### config.mk
export PLATFORM = sky130hd
export DESIGN_NAME = rc_command_frame_encoder
export DESIGN_NICKNAME = d
export VERILOG_FILES = /design/src/rtl/core/rcfe_pkg.sv /design/src/rtl/core/rc_command_frame_encoder.sv /design/src/rtl/core/rcfe_front.sv /design/src/rtl/core/rcfe_fifo.sv /design/src/rtl/core/rcfe_back.sv
export SDC_FILE = /design/constraint.sdc
export NUM_CORES = 1
export LEC_CHECK = 0
export ABC_AREA = 1
export BUFFER_PORTS_ARGS = -buffer_cell sky130_fd_sc_hd__buf_2
export CAP_MARGIN = 20
export CORE_MARGIN = 1.5
export CORE_UTILIZATION = 35
export DETAILED_ROUTE_END_ITERATION = 6
export PLACE_DENSITY_LB_ADDON = 0.25
export RECOVER_POWER = 25
export SETUP_SLACK_MARGIN = 0.3
export SYNTH_ARGS = -nofsm -noshare
export SYNTH_HDL_FRONTEND = slang
export SYNTH_SLANG_ARGS = --single-unit
### constraint.sdc
create_clock -name clk -period 5.28 [get_ports clk]
set_clock_uncertainty 0.05 [all_clocks]
set_input_delay 0.528 -clock clk [delete_from_list [all_inputs] [get_ports clk]]
set_output_delay 0.528 -clock clk [all_outputs]
set_load 0.1 [all_outputs]
### src/rtl/core/rcfe_pkg.sv
`timescale 1ns / 1ps
`default_nettype none

package rcfe_pkg;

  localparam int PULSE_W    = 12;
  localparam int TIME_W     = 32;
  localparam int BYTE_W     = 8;
  localparam int HOLD_W     = 16;
  localparam int CFG_IDX_W  = 2;
  localparam int CFG_DATA_W = 16;

  // Config register map
  typedef enum logic [CFG_IDX_W-1:0] {
    CFG_MIDPOINT     = 2'd0,
    CFG_SPEED_OFFSET = 2'd1,
    CFG_LONG_PRESS   = 2'd2,
    CFG_HEADER       = 2'd3
  } cfg_index_t;

  // Byte positions within a frame, in transmit order
  typedef enum logic [2:0] {
    SLOT_HEADER  = 3'd0,
    SLOT_SW_TWO  = 3'd1,
    SLOT_SW_ONE  = 3'd2,
    SLOT_CALIB   = 3'd3,
    SLOT_LAND    = 3'd4,
    SLOT_SPEED_A = 3'd5,
    SLOT_SPEED_B = 3'd6
  } slot_t;

  typedef struct packed {
    logic [BYTE_W-1:0] header;
    logic              sw_two;
    logic              sw_one;
    logic              calib;
    logic              land;
    logic [BYTE_W-1:0] speed_a;
    logic [BYTE_W-1:0] speed_b;
  } frame_t;

endpackage

`default_nettype wire

### src/rtl/core/rc_command_frame_encoder.sv
// Channel   Direction  Handshake          Payload
// --------  ---------  -----------------  ---------------------------------------------
// config    in         cfg_we             cfg_index, cfg_data
// tick      in         push / full        stick_a/b, switch_one/two, enable, button, now_ms
// frame     out        empty / pop        frame_byte, frame_last
//
// Each tick yields a 7-byte frame, one byte per cycle while pop is held; the byte serializer
// in the back end takes the next frame only as the last byte of the current one is popped.
// The first byte reaches the ports after the two front stages, the queue and the serializer.
// Ticks are taken every cycle until the queue backs up.
// Reset (rst, synchronous) restores register defaults, clears button state and flags,
// and drops anything in flight. A stalled pop holds the current byte; full rises once
// the front stages and the QUEUE_DEPTH-entry frame queue are all occupied.
`timescale 1ns / 1ps
`default_nettype none

module rc_command_frame_encoder import rcfe_pkg::*; #(
  parameter int QUEUE_DEPTH = 2
) (
  input  wire logic                  clk,
  input  wire logic                  rst,
  input  wire logic                  cfg_we,
  input  wire logic [CFG_IDX_W-1:0]  cfg_index,
  input  wire logic [CFG_DATA_W-1:0] cfg_data,
  input  wire logic                  push,
  output logic                       full,
  input  wire logic [PULSE_W-1:0]    stick_a_pulse,
  input  wire logic [PULSE_W-1:0]    stick_b_pulse,
  input  wire logic [PULSE_W-1:0]    switch_one_pulse,
  input  wire logic [PULSE_W-1:0]    switch_two_pulse,
  input  wire logic [PULSE_W-1:0]    enable_pulse,
  input  wire logic [PULSE_W-1:0]    button_pulse,
  input  wire logic [TIME_W-1:0]     now_ms,
  output logic                       empty,
  input  wire logic                  pop,
  output logic [BYTE_W-1:0]          frame_byte,
  output logic                       frame_last
);

  logic   fr_valid, fr_ready;
  frame_t fr_frame;
  logic   bk_valid, bk_ready;
  frame_t bk_frame;

  rcfe_front u_front (
    .clk              (clk),
    .rst              (rst),
    .cfg_we           (cfg_we),
    .cfg_index        (cfg_index),
    .cfg_data         (cfg_data),
    .push             (push),
    .full             (full),
    .stick_a_pulse    (stick_a_pulse),
    .stick_b_pulse    (stick_b_pulse),
    .switch_one_pulse (switch_one_pulse),
    .switch_two_pulse (switch_two_pulse),
    .enable_pulse     (enable_pulse),
    .button_pulse     (button_pulse),
    .now_ms           (now_ms),
    .out_valid        (fr_valid),
    .out_frame        (fr_frame),
    .out_ready        (fr_ready)
  );

  rcfe_fifo #(
    .DEPTH (QUEUE_DEPTH)
  ) u_queue (
    .clk       (clk),
    .rst       (rst),
    .in_valid  (fr_valid),
    .in_ready  (fr_ready),
    .in_data   (fr_frame),
    .out_valid (bk_valid),
    .out_ready (bk_ready),
    .out_data  (bk_frame)
  );

  rcfe_back u_back (
    .clk        (clk),
    .rst        (rst),
    .in_valid   (bk_valid),
    .in_ready   (bk_ready),
    .in_frame   (bk_frame),
    .empty      (empty),
    .pop        (pop),
    .frame_byte (frame_byte),
    .frame_last (frame_last)
  );

endmodule

`default_nettype wire

### src/rtl/core/rcfe_front.sv
`timescale 1ns / 1ps
`default_nettype none

module rcfe_front import rcfe_pkg::*; (
  input  wire logic                  clk,
  input  wire logic                  rst,
  input  wire logic                  cfg_we,
  input  wire logic [CFG_IDX_W-1:0]  cfg_index,
  input  wire logic [CFG_DATA_W-1:0] cfg_data,
  input  wire logic                  push,
  output logic                       full,
  input  wire logic [PULSE_W-1:0]    stick_a_pulse,
  input  wire logic [PULSE_W-1:0]    stick_b_pulse,
  input  wire logic [PULSE_W-1:0]    switch_one_pulse,
  input  wire logic [PULSE_W-1:0]    switch_two_pulse,
  input  wire logic [PULSE_W-1:0]    enable_pulse,
  input  wire logic [PULSE_W-1:0]    button_pulse,
  input  wire logic [TIME_W-1:0]     now_ms,
  output logic                       out_valid,
  output frame_t                     out_frame,
  input  wire logic                  out_ready
);

  localparam logic [PULSE_W-1:0] DEADBAND = PULSE_W'(50);
  // ceil(2^16 / 17); exact quotient for every 12-bit magnitude
  localparam int                  RECIP_SHIFT = 16;
  localparam logic [PULSE_W-1:0]  RECIP       = PULSE_W'(3856);
  localparam int                  PROD_W      = 2 * PULSE_W;

  typedef struct packed {
    logic               neg;
    logic               active;
    logic [PULSE_W-1:0] mag;
  } stick_t;

  typedef struct packed {
    logic [BYTE_W-1:0] header;
    logic              sw_two;
    logic              sw_one;
    logic              calib;
    logic              land;
    stick_t            a;
    stick_t            b;
  } stage_t;

  function automatic stick_t classify(input logic [PULSE_W-1:0] pulse,
                                      input logic [PULSE_W-1:0] mid,
                                      input logic               enabled);
    stick_t s;
    s.neg    = pulse < mid;
    s.mag    = s.neg ? (mid - pulse) : (pulse - mid);
    s.active = enabled && (s.mag > DEADBAND);
    return s;
  endfunction

  function automatic logic [BYTE_W-1:0] speed_byte(input stick_t s,
                                                   input logic [BYTE_W-1:0] offset);
    logic [PROD_W-1:0] prod;
    logic [BYTE_W-1:0] q;
    prod = PROD_W'(s.mag) * PROD_W'(RECIP);
    q    = prod[RECIP_SHIFT +: BYTE_W];
    if (!s.active) return offset;
    return s.neg ? (offset - q) : (offset + q);
  endfunction

  logic [PULSE_W-1:0] pulse_midpoint;
  logic [BYTE_W-1:0]  speed_offset;
  logic [HOLD_W-1:0]  long_press_ms;
  logic [BYTE_W-1:0]  header_byte;

  logic              button_was_high;
  logic [TIME_W-1:0] press_start_ms;
  logic              calib_flag;
  logic              land_flag;

  logic   s1_valid;
  stage_t s1;
  logic   s2_valid;
  frame_t s2;

  logic              s1_ready, s2_ready, accept;
  logic              btn_above, press, release_evt, long_hold;
  logic              calib_next, land_next;
  logic [TIME_W-1:0] elapsed;

  assign s2_ready = !s2_valid || out_ready;
  assign s1_ready = !s1_valid || s2_ready;
  assign full     = !s1_ready;
  assign accept   = push && !full;

  always_comb begin
    btn_above   = button_pulse > pulse_midpoint;
    press       = btn_above && !button_was_high;
    release_evt = (button_pulse < pulse_midpoint) && button_was_high;
    elapsed     = now_ms - press_start_ms;
    long_hold   = elapsed > TIME_W'(long_press_ms);
    calib_next  = calib_flag ^ (release_evt && long_hold);
    land_next   = land_flag ^ (release_evt && !long_hold);
  end

  always_ff @(posedge clk) begin
    if (rst) begin
      pulse_midpoint <= PULSE_W'(1500);
      speed_offset   <= BYTE_W'(128);
      long_press_ms  <= HOLD_W'(2000);
      header_byte    <= BYTE_W'(170);
    end else if (cfg_we) begin
      unique case (cfg_index_t'(cfg_index))
        CFG_MIDPOINT:     pulse_midpoint <= cfg_data[PULSE_W-1:0];
        CFG_SPEED_OFFSET: speed_offset   <= cfg_data[BYTE_W-1:0];
        CFG_LONG_PRESS:   long_press_ms  <= cfg_data[HOLD_W-1:0];
        CFG_HEADER:       header_byte    <= cfg_data[BYTE_W-1:0];
        default: ;
      endcase
    end
  end

  // Button tracking is updated at accept time so back-to-back ticks see it
  always_ff @(posedge clk) begin
    if (rst) begin
      button_was_high <= 1'b0;
      press_start_ms  <= '0;
      calib_flag      <= 1'b0;
      land_flag       <= 1'b0;
    end else if (accept) begin
      button_was_high <= btn_above;
      calib_flag      <= calib_next;
      land_flag       <= land_next;
      if (press) press_start_ms <= now_ms;
    end
  end

  always_ff @(posedge clk) begin
    if (rst) begin
      s1_valid <= 1'b0;
      s2_valid <= 1'b0;
    end else begin
      if (s1_ready) s1_valid <= accept;
      if (s2_ready) s2_valid <= s1_valid;
    end
  end

  always_ff @(posedge clk) begin
    if (accept) begin
      s1.header <= header_byte;
      s1.sw_two <= switch_two_pulse > pulse_midpoint;
      s1.sw_one <= switch_one_pulse > pulse_midpoint;
      s1.calib  <= calib_next;
      s1.land   <= land_next;
      s1.a      <= classify(stick_a_pulse, pulse_midpoint, enable_pulse > pulse_midpoint);
      s1.b      <= classify(stick_b_pulse, pulse_midpoint, enable_pulse > pulse_midpoint);
    end
    if (s1_valid && s2_ready) begin
      s2.header  <= s1.header;
      s2.sw_two  <= s1.sw_two;
      s2.sw_one  <= s1.sw_one;
      s2.calib   <= s1.calib;
      s2.land    <= s1.land;
      s2.speed_a <= speed_byte(s1.a, speed_offset);
      s2.speed_b <= speed_byte(s1.b, speed_offset);
    end
  end

  assign out_valid = s2_valid;
  assign out_frame = s2;

endmodule

`default_nettype wire

### src/rtl/core/rcfe_fifo.sv
`timescale 1ns / 1ps
`default_nettype none

module rcfe_fifo import rcfe_pkg::*; #(
  parameter int DEPTH = 2
) (
  input  wire logic   clk,
  input  wire logic   rst,
  input  wire logic   in_valid,
  output logic        in_ready,
  input  wire frame_t in_data,
  output logic        out_valid,
  input  wire logic   out_ready,
  output frame_t      out_data
);

  localparam int PTR_W = (DEPTH > 1) ? $clog2(DEPTH) : 1;
  localparam int CNT_W = $clog2(DEPTH + 1);

  frame_t             mem [DEPTH];
  logic [PTR_W-1:0]   wr_ptr, rd_ptr;
  logic [CNT_W-1:0]   count;
  logic               wr_en, rd_en;

  function automatic logic [PTR_W-1:0] bump(input logic [PTR_W-1:0] p);
    return (p == PTR_W'(DEPTH - 1)) ? '0 : p + 1'b1;
  endfunction

  assign in_ready  = count != CNT_W'(DEPTH);
  assign out_valid = count != '0;
  assign wr_en     = in_valid && in_ready;
  assign rd_en     = out_valid && out_ready;
  assign out_data  = mem[rd_ptr];

  always_ff @(posedge clk) begin
    if (rst) begin
      wr_ptr <= '0;
      rd_ptr <= '0;
      count  <= '0;
    end else begin
      if (wr_en) wr_ptr <= bump(wr_ptr);
      if (rd_en) rd_ptr <= bump(rd_ptr);
      if (wr_en && !rd_en)      count <= count + 1'b1;
      else if (rd_en && !wr_en) count <= count - 1'b1;
    end
  end

  always_ff @(posedge clk) begin
    if (wr_en) mem[wr_ptr] <= in_data;
  end

endmodule

`default_nettype wire

### src/rtl/core/rcfe_back.sv
`timescale 1ns / 1ps
`default_nettype none

module rcfe_back import rcfe_pkg::*; (
  input  wire logic         clk,
  input  wire logic         rst,
  input  wire logic         in_valid,
  output logic              in_ready,
  input  wire frame_t       in_frame,
  output logic              empty,
  input  wire logic         pop,
  output logic [BYTE_W-1:0] frame_byte,
  output logic              frame_last
);

  logic   busy;
  slot_t  slot;
  frame_t frame;
  logic   done;

  assign frame_last = slot == SLOT_SPEED_B;
  assign empty      = !busy;
  assign done       = busy && pop && frame_last;
  // next frame loads on the same edge the last byte leaves
  assign in_ready   = !busy || done;

  always_ff @(posedge clk) begin
    if (rst) begin
      busy <= 1'b0;
      slot <= SLOT_HEADER;
    end else if (in_valid && in_ready) begin
      busy <= 1'b1;
      slot <= SLOT_HEADER;
    end else if (done) begin
      busy <= 1'b0;
      slot <= SLOT_HEADER;
    end else if (busy && pop) begin
      slot <= slot_t'(slot + 3'd1);
    end
  end

  always_ff @(posedge clk) begin
    if (in_valid && in_ready) frame <= in_frame;
  end

  always_comb begin
    unique case (slot)
      SLOT_HEADER:  frame_byte = frame.header;
      SLOT_SW_TWO:  frame_byte = BYTE_W'(frame.sw_two);
      SLOT_SW_ONE:  frame_byte = BYTE_W'(frame.sw_one);
      SLOT_CALIB:   frame_byte = BYTE_W'(frame.calib);
      SLOT_LAND:    frame_byte = BYTE_W'(frame.land);
      SLOT_SPEED_A: frame_byte = frame.speed_a;
      SLOT_SPEED_B: frame_byte = frame.speed_b;
      default:      frame_byte = '0;
    endcase
  end

endmodule

`default_nettype wire

; After elaboration in Yosys (flattened, before gate mapping)
; Memory sizes are Yosys's and may differ from the RTL's. A register that Yosys moved wholly into a read port is not among the register bits.
; Cells that the tools add are included.
[word_totals]
reg_bits = 157
mem_bits_rw = 56
output_inout_bits = 11
mem_count = 1
[mem_list]
columns = memory, words, word_bits, read_ports, rd_ports_with_merged_regs, wr, line_no
row1 = u_queue.mem, 2, 28, 1, 1, 1, rcfe_fifo.sv:20  ; frame_t mem [DEPTH];
[op_classes]
addsub = 14
n_mul = 2
magnitude_cmp = 10
eq_ne = 10
muxes = 21
n_bitwise = 2
n_reduce_logical = 36
[ops]
columns = operator, n
row1 = case mux 8 bit (7 select lines), 1
row2 = greater-than comparator 12 bit, 4
row3 = two-way mux 8 bit, 6
row4 = subtractor 12 bit, 4
row5 = multiplier 12 x 8 -> 20 bit (second input constant), 2
row6 = less-than comparator 12 bit, 3
row7 = greater-than comparator 32 x 16 -> 1 bit, 1
row8 = subtractor 32 bit, 1
row9 = greater-than comparator 12 x 6 -> 1 bit (second input constant), 2
row10 = two-way mux 12 bit, 2
row11 = adder 8 bit, 2
row12 = subtractor 8 bit, 2
row13 = logical AND 1 bit, 14
row14 = two-way mux 1 bit, 10
row15 = AND reduction 2 bit, 5
row16 = == test 3 bit (second input constant), 3
row17 = zero test 1 bit, 8
row18 = == test 3 x 2 -> 1 bit (second input constant), 2
row19 = nonzero test 2 bit, 3
row20 = == test 2 bit (second input constant), 2
row21 = two-way mux 2 bit, 2
row22 = adder 3 x 1 -> 3 bit (second input constant), 1
row23 = == test 3 x 1 -> 1 bit (second input constant), 1
row24 = zero test 3 bit, 1
row25 = 9 further kinds, 13

; Logic depth before layout (Yosys ltp)
[depth]
depth_word = 7
ltp_mapped = 32
mapped_depth_nobuf = 32

; Cells and area by module
; Synthesis repeated with hierarchy kept, for this count alone.
[hier_totals]
hier_cells = 2320
hier_area_um2 = 19099.6
[by_module_without_submodules]
columns = mod, n_inst, cells_per_inst, area_per_inst_um2, seq_area_each_um2
row1 = rcfe_front, 1, 2089, 15426.0, 3663.5
row2 = rcfe_fifo, 1, 124, 2362.3, 1781.7
row3 = rcfe_back, 1, 107, 1311.3, 920.9

; Worst setup path before layout
; Ideal clock, no wire load.
[synth_timing]
path_kind = reg-to-reg
startpoint = register u_front.s1[4] (netlist bit)
endpoint = register u_front.s2 (netlist bit u_front.out_frame[7]), data pin
setup_time_ps = 252
arrival_time_ps = 5162
required_time_ps = 4978
setup_slack_ps = -185
path_stages_with_launch = 30
period_less_slack_ps = 5465
cell_sequence = edfxtp_1 > inv_1 > fa_1 > inv_1 > fa_1 > fa_1 > ha_1 > ha_1 > a21o_1 > a21oi_1 > nand2_1 > xor2_1 > inv_1 > ha_1 > nand2_1 > nor2_1 > a21oi_1 > xor2_1 > inv_1 > ha_1 > nand2_1 > inv_1 > nand3_1 > o221ai_1 > xor2_1 > xnor2_1 > nand3_1 > nand3_1 > nand2_1 > nand2_1
[synth_between]
elab_chain_cells = 4
elab_cells_between_ends = 5
[synth_rtl]
columns = item, line_no
row1 = from (decl), rcfe_front.sv:77  ; stage_t s1;
row2 = multiplier 12 x 8 -> 20 bit *, rcfe_front.sv:60  ; prod = PROD_W'(s.mag) * PROD_W'(RECIP);
row3 = adder 8 bit / subtractor 8 bit (equally long branches), rcfe_front.sv:63  ; return s.neg ? (offset - q) : (offset + q);
row4 = two-way mux 8 bit * (2 in a row), rcfe_front.sv:63
row5 = to (decl), rcfe_front.sv:79  ; frame_t s2;
; Mark *: on every way between the ends. The rest lies on a longest branch, timed or not.
; A chain may end at the register's enable or synchronous reset.

; Worst setup path after layout
[layout_timing]
startpoint = register u_front.s1[1] (netlist bit)
endpoint = register u_front.s2 (netlist bit u_front.out_frame[7]), data pin
; The elaborated chain is that of the path after synthesis.

==> metrics.cfg <==
[setup_path]
critPathMaxFanout=3
critical_path_class=reg2reg
crit_required_ns=5.66
critPathSlowestCell=fa_1
crit-reg2reg-launch=u_front.s1[1]
cpPeakStageDelay_ns=0.60
worstPathArrival_ns=5.91
endpoint_kind=flop
worstSetupStartpointType=flop
crit_start=u_front.s1[1]

[timing]
finalHoldViolCount=0
fmax_mhz=181
setup_viol=3
fin_setup_tns_ns=-0.443
worst_pin_slew_ns=2.07
period_share=1.05
slew_violations=50
rsz0062_at_grt=true
finalWorstSetupSlack_ns=-0.253
period_needed_ns=5.53
relSlewSlack=-0.380

[route]
routed_via_density=4.73
ant_nets=0
drcViolationCount=0
detail_route.wl_per_cell_um=14.9
vias=15947
drt_pass1_iterations=7
wl_mm=50.1
drtIter0Drc=779

[clock_network]
cts_inserted_buffers=28
cts.path.max_buffers=3
cts-hold-fix-buffers=0
insertion_delay_ns=0.58
clkTransAtPathRegs_ns=0.06
htreeDepth=1
cts.sinks=241
cts_root_buffer=clkbuf_16
cts_tree=done

[logic_synthesis]
synth_edf_count=152
async_reset_ff_frac=0
ys_seq_area_frac=0.334
synth_top_area_frac=0.240
avgSynthCellArea_um2=7.90
yosysTopAreaCell=edfxtp_1
synthTopCellsByCount=nand2_1 (651), inv_1 (399), ha_1 (241), a21oi_1 (173), edfxtp_1 (152)
synth_cells=2405
synth_area_leaders=edfxtp_1 (24%), ha_1 (16%), nand2_1 (13%)
synthesis.nets=2832
synth_cell_types=52
ys_warn_count=0
synth_seq_cells=241
syn_area_mm2=0.0190
ys.flop_type=edfxtp_1
post-synth-top-count-cell=nand2_1

[floorplanning]
io_pins=138
die-width_um=236
dieArea_mm2=0.0557
die_h_um=236
rows=85
initial_core_util=0.354
fp.coreArea_mm2=0.0537

[global_routing]
overflow=0
grt_antenna_before_repair=4
grt_max_degree=50
grt_pass1_vias=15905
grt_pass1_wl_mm=80.6
track_usage=0.178

[placed_design]
io_buffers=137
dp_cells=3296
gp_congestion=0.906
dp_hpwl_mm=40.6

[hold_path]
hp-start=cfg_data[10]
hp-class=in2reg

[cells_and_area]
seqCellArea_mm2=0.00635
multi_input_area_mm2=0.0115
drive_above_1_share=0.162
fin_cells=3371
fin_util=0.426
layout.nets=3080
diodes=0
syn2layout_area_growth_pct=20.4
num-fill-cells=5367

[job]
cap_violations=1

[status]
violations=capacitance limit, slew limit, setup timing
outcome=finished with violations

## path summary, 6_finish.rpt
kind,to,slack [ns],cells after the start
setup / recovery,u_front.out_frame[7],-0.25,28
setup reg to reg,u_front.out_frame[7],-0.25,28
hold reg to reg,u_front.out_frame[26],0.37,0
hold / removal,u_front.long_press_ms[10],0.13,3
## stage by stage
| stage | area [um^2] | setup slack (ns) | hold slack (ns) |
|---|---|---|---|
| 2_1_floorplan | 19200 | 0.0189 | 0.350 |
| 3_3_place_gp | 21400 | -0.282 | 0.354 |
| 3_5_place_dp | 21400 | -0.395 | 0.356 |
| 4_1_cts | 22600 | -0.308 | 0.101 |
| 5_1_grt | 22900 | -0.574 | 0.124 |
| 6_report | 22900 | -0.253 | 0.134 |
## cell type report
type / count / area share
Sequential cell: 241 / 0.278
Clock buffer: 34 / 0.0329
Clock inverter: 18 / 0.00996
Inverter: 408 / 0.0672
Timing Repair Buffer: 256 / 0.0715
Multi-Input combinational cell: 1718 / 0.503
Tap cell: 696 / 0.0381
## cells in the final DEF (no fill, tap or decap), types with 55 or more instances in the layout
cell type and n:
buf_2 135, fa_1 55, nand3_1 102, dfxtp_1 89, xor2_1 65, nand2_1 642, o21ai_0 90, inv_1 382
a21oi_1 163, edfxtp_1 152, nor2_1 135, buf_4 108, ha_1 219
## layer usage
layer,share of wire,track usage,up-vias
li1,-,-,8299
met2,0.46,0.303,285
met3,0.046,0.0291,74
met4,0.023,0.0456,8
met5,0.0011,0,-
met1,0.47,0.233,7281
## critical path, delay by kind of cell, from the launching register on
kind / cells / cell delay [ns]
compound gates: 3 / 0.50
fa+ha+maj: 7 / 2.57
xor+xnor: 4 / 0.83
buf+inv: 4 / 0.30
simple gates: 10 / 0.73
flops: 1 / 0.45
## repair_timing
item / 4_1_cts / 5_1_grt
resized for setup: 54 / 42
pin swaps: 56 / 23
buffers inserted: 17 / 3
hold endpoints to repair: 0 / 0
endpoints found under the setup margin: 12 / 13
## cell families after synthesis
| group | synth area share |
|---|---|
| buf+inv | 0.0901 |
| fa+ha+maj | 0.221 |
| compound gates | 0.106 |
| mux | 0.00105 |
| xor+xnor | 0.0383 |
| flops | 0.334 |
| simple gates | 0.210 |
## registers in the layout, indices dropped and copies added (netlist names), 3 cells and up
name / count
u_queue.mem: 56
u_front.header_byte: 8
u_front.speed_offset: 8
u_back.slot: 3
u_front.long_press_ms: 16
u_front.s1: 40
u_back.frame: 28
u_front.pulse_midpoint: 12
u_front.out_frame: 28
u_front.press_start_ms: 32
Power is not shown: default switching activity piles up to over one toggle a cycle in this logic, so the estimate is an artifact.
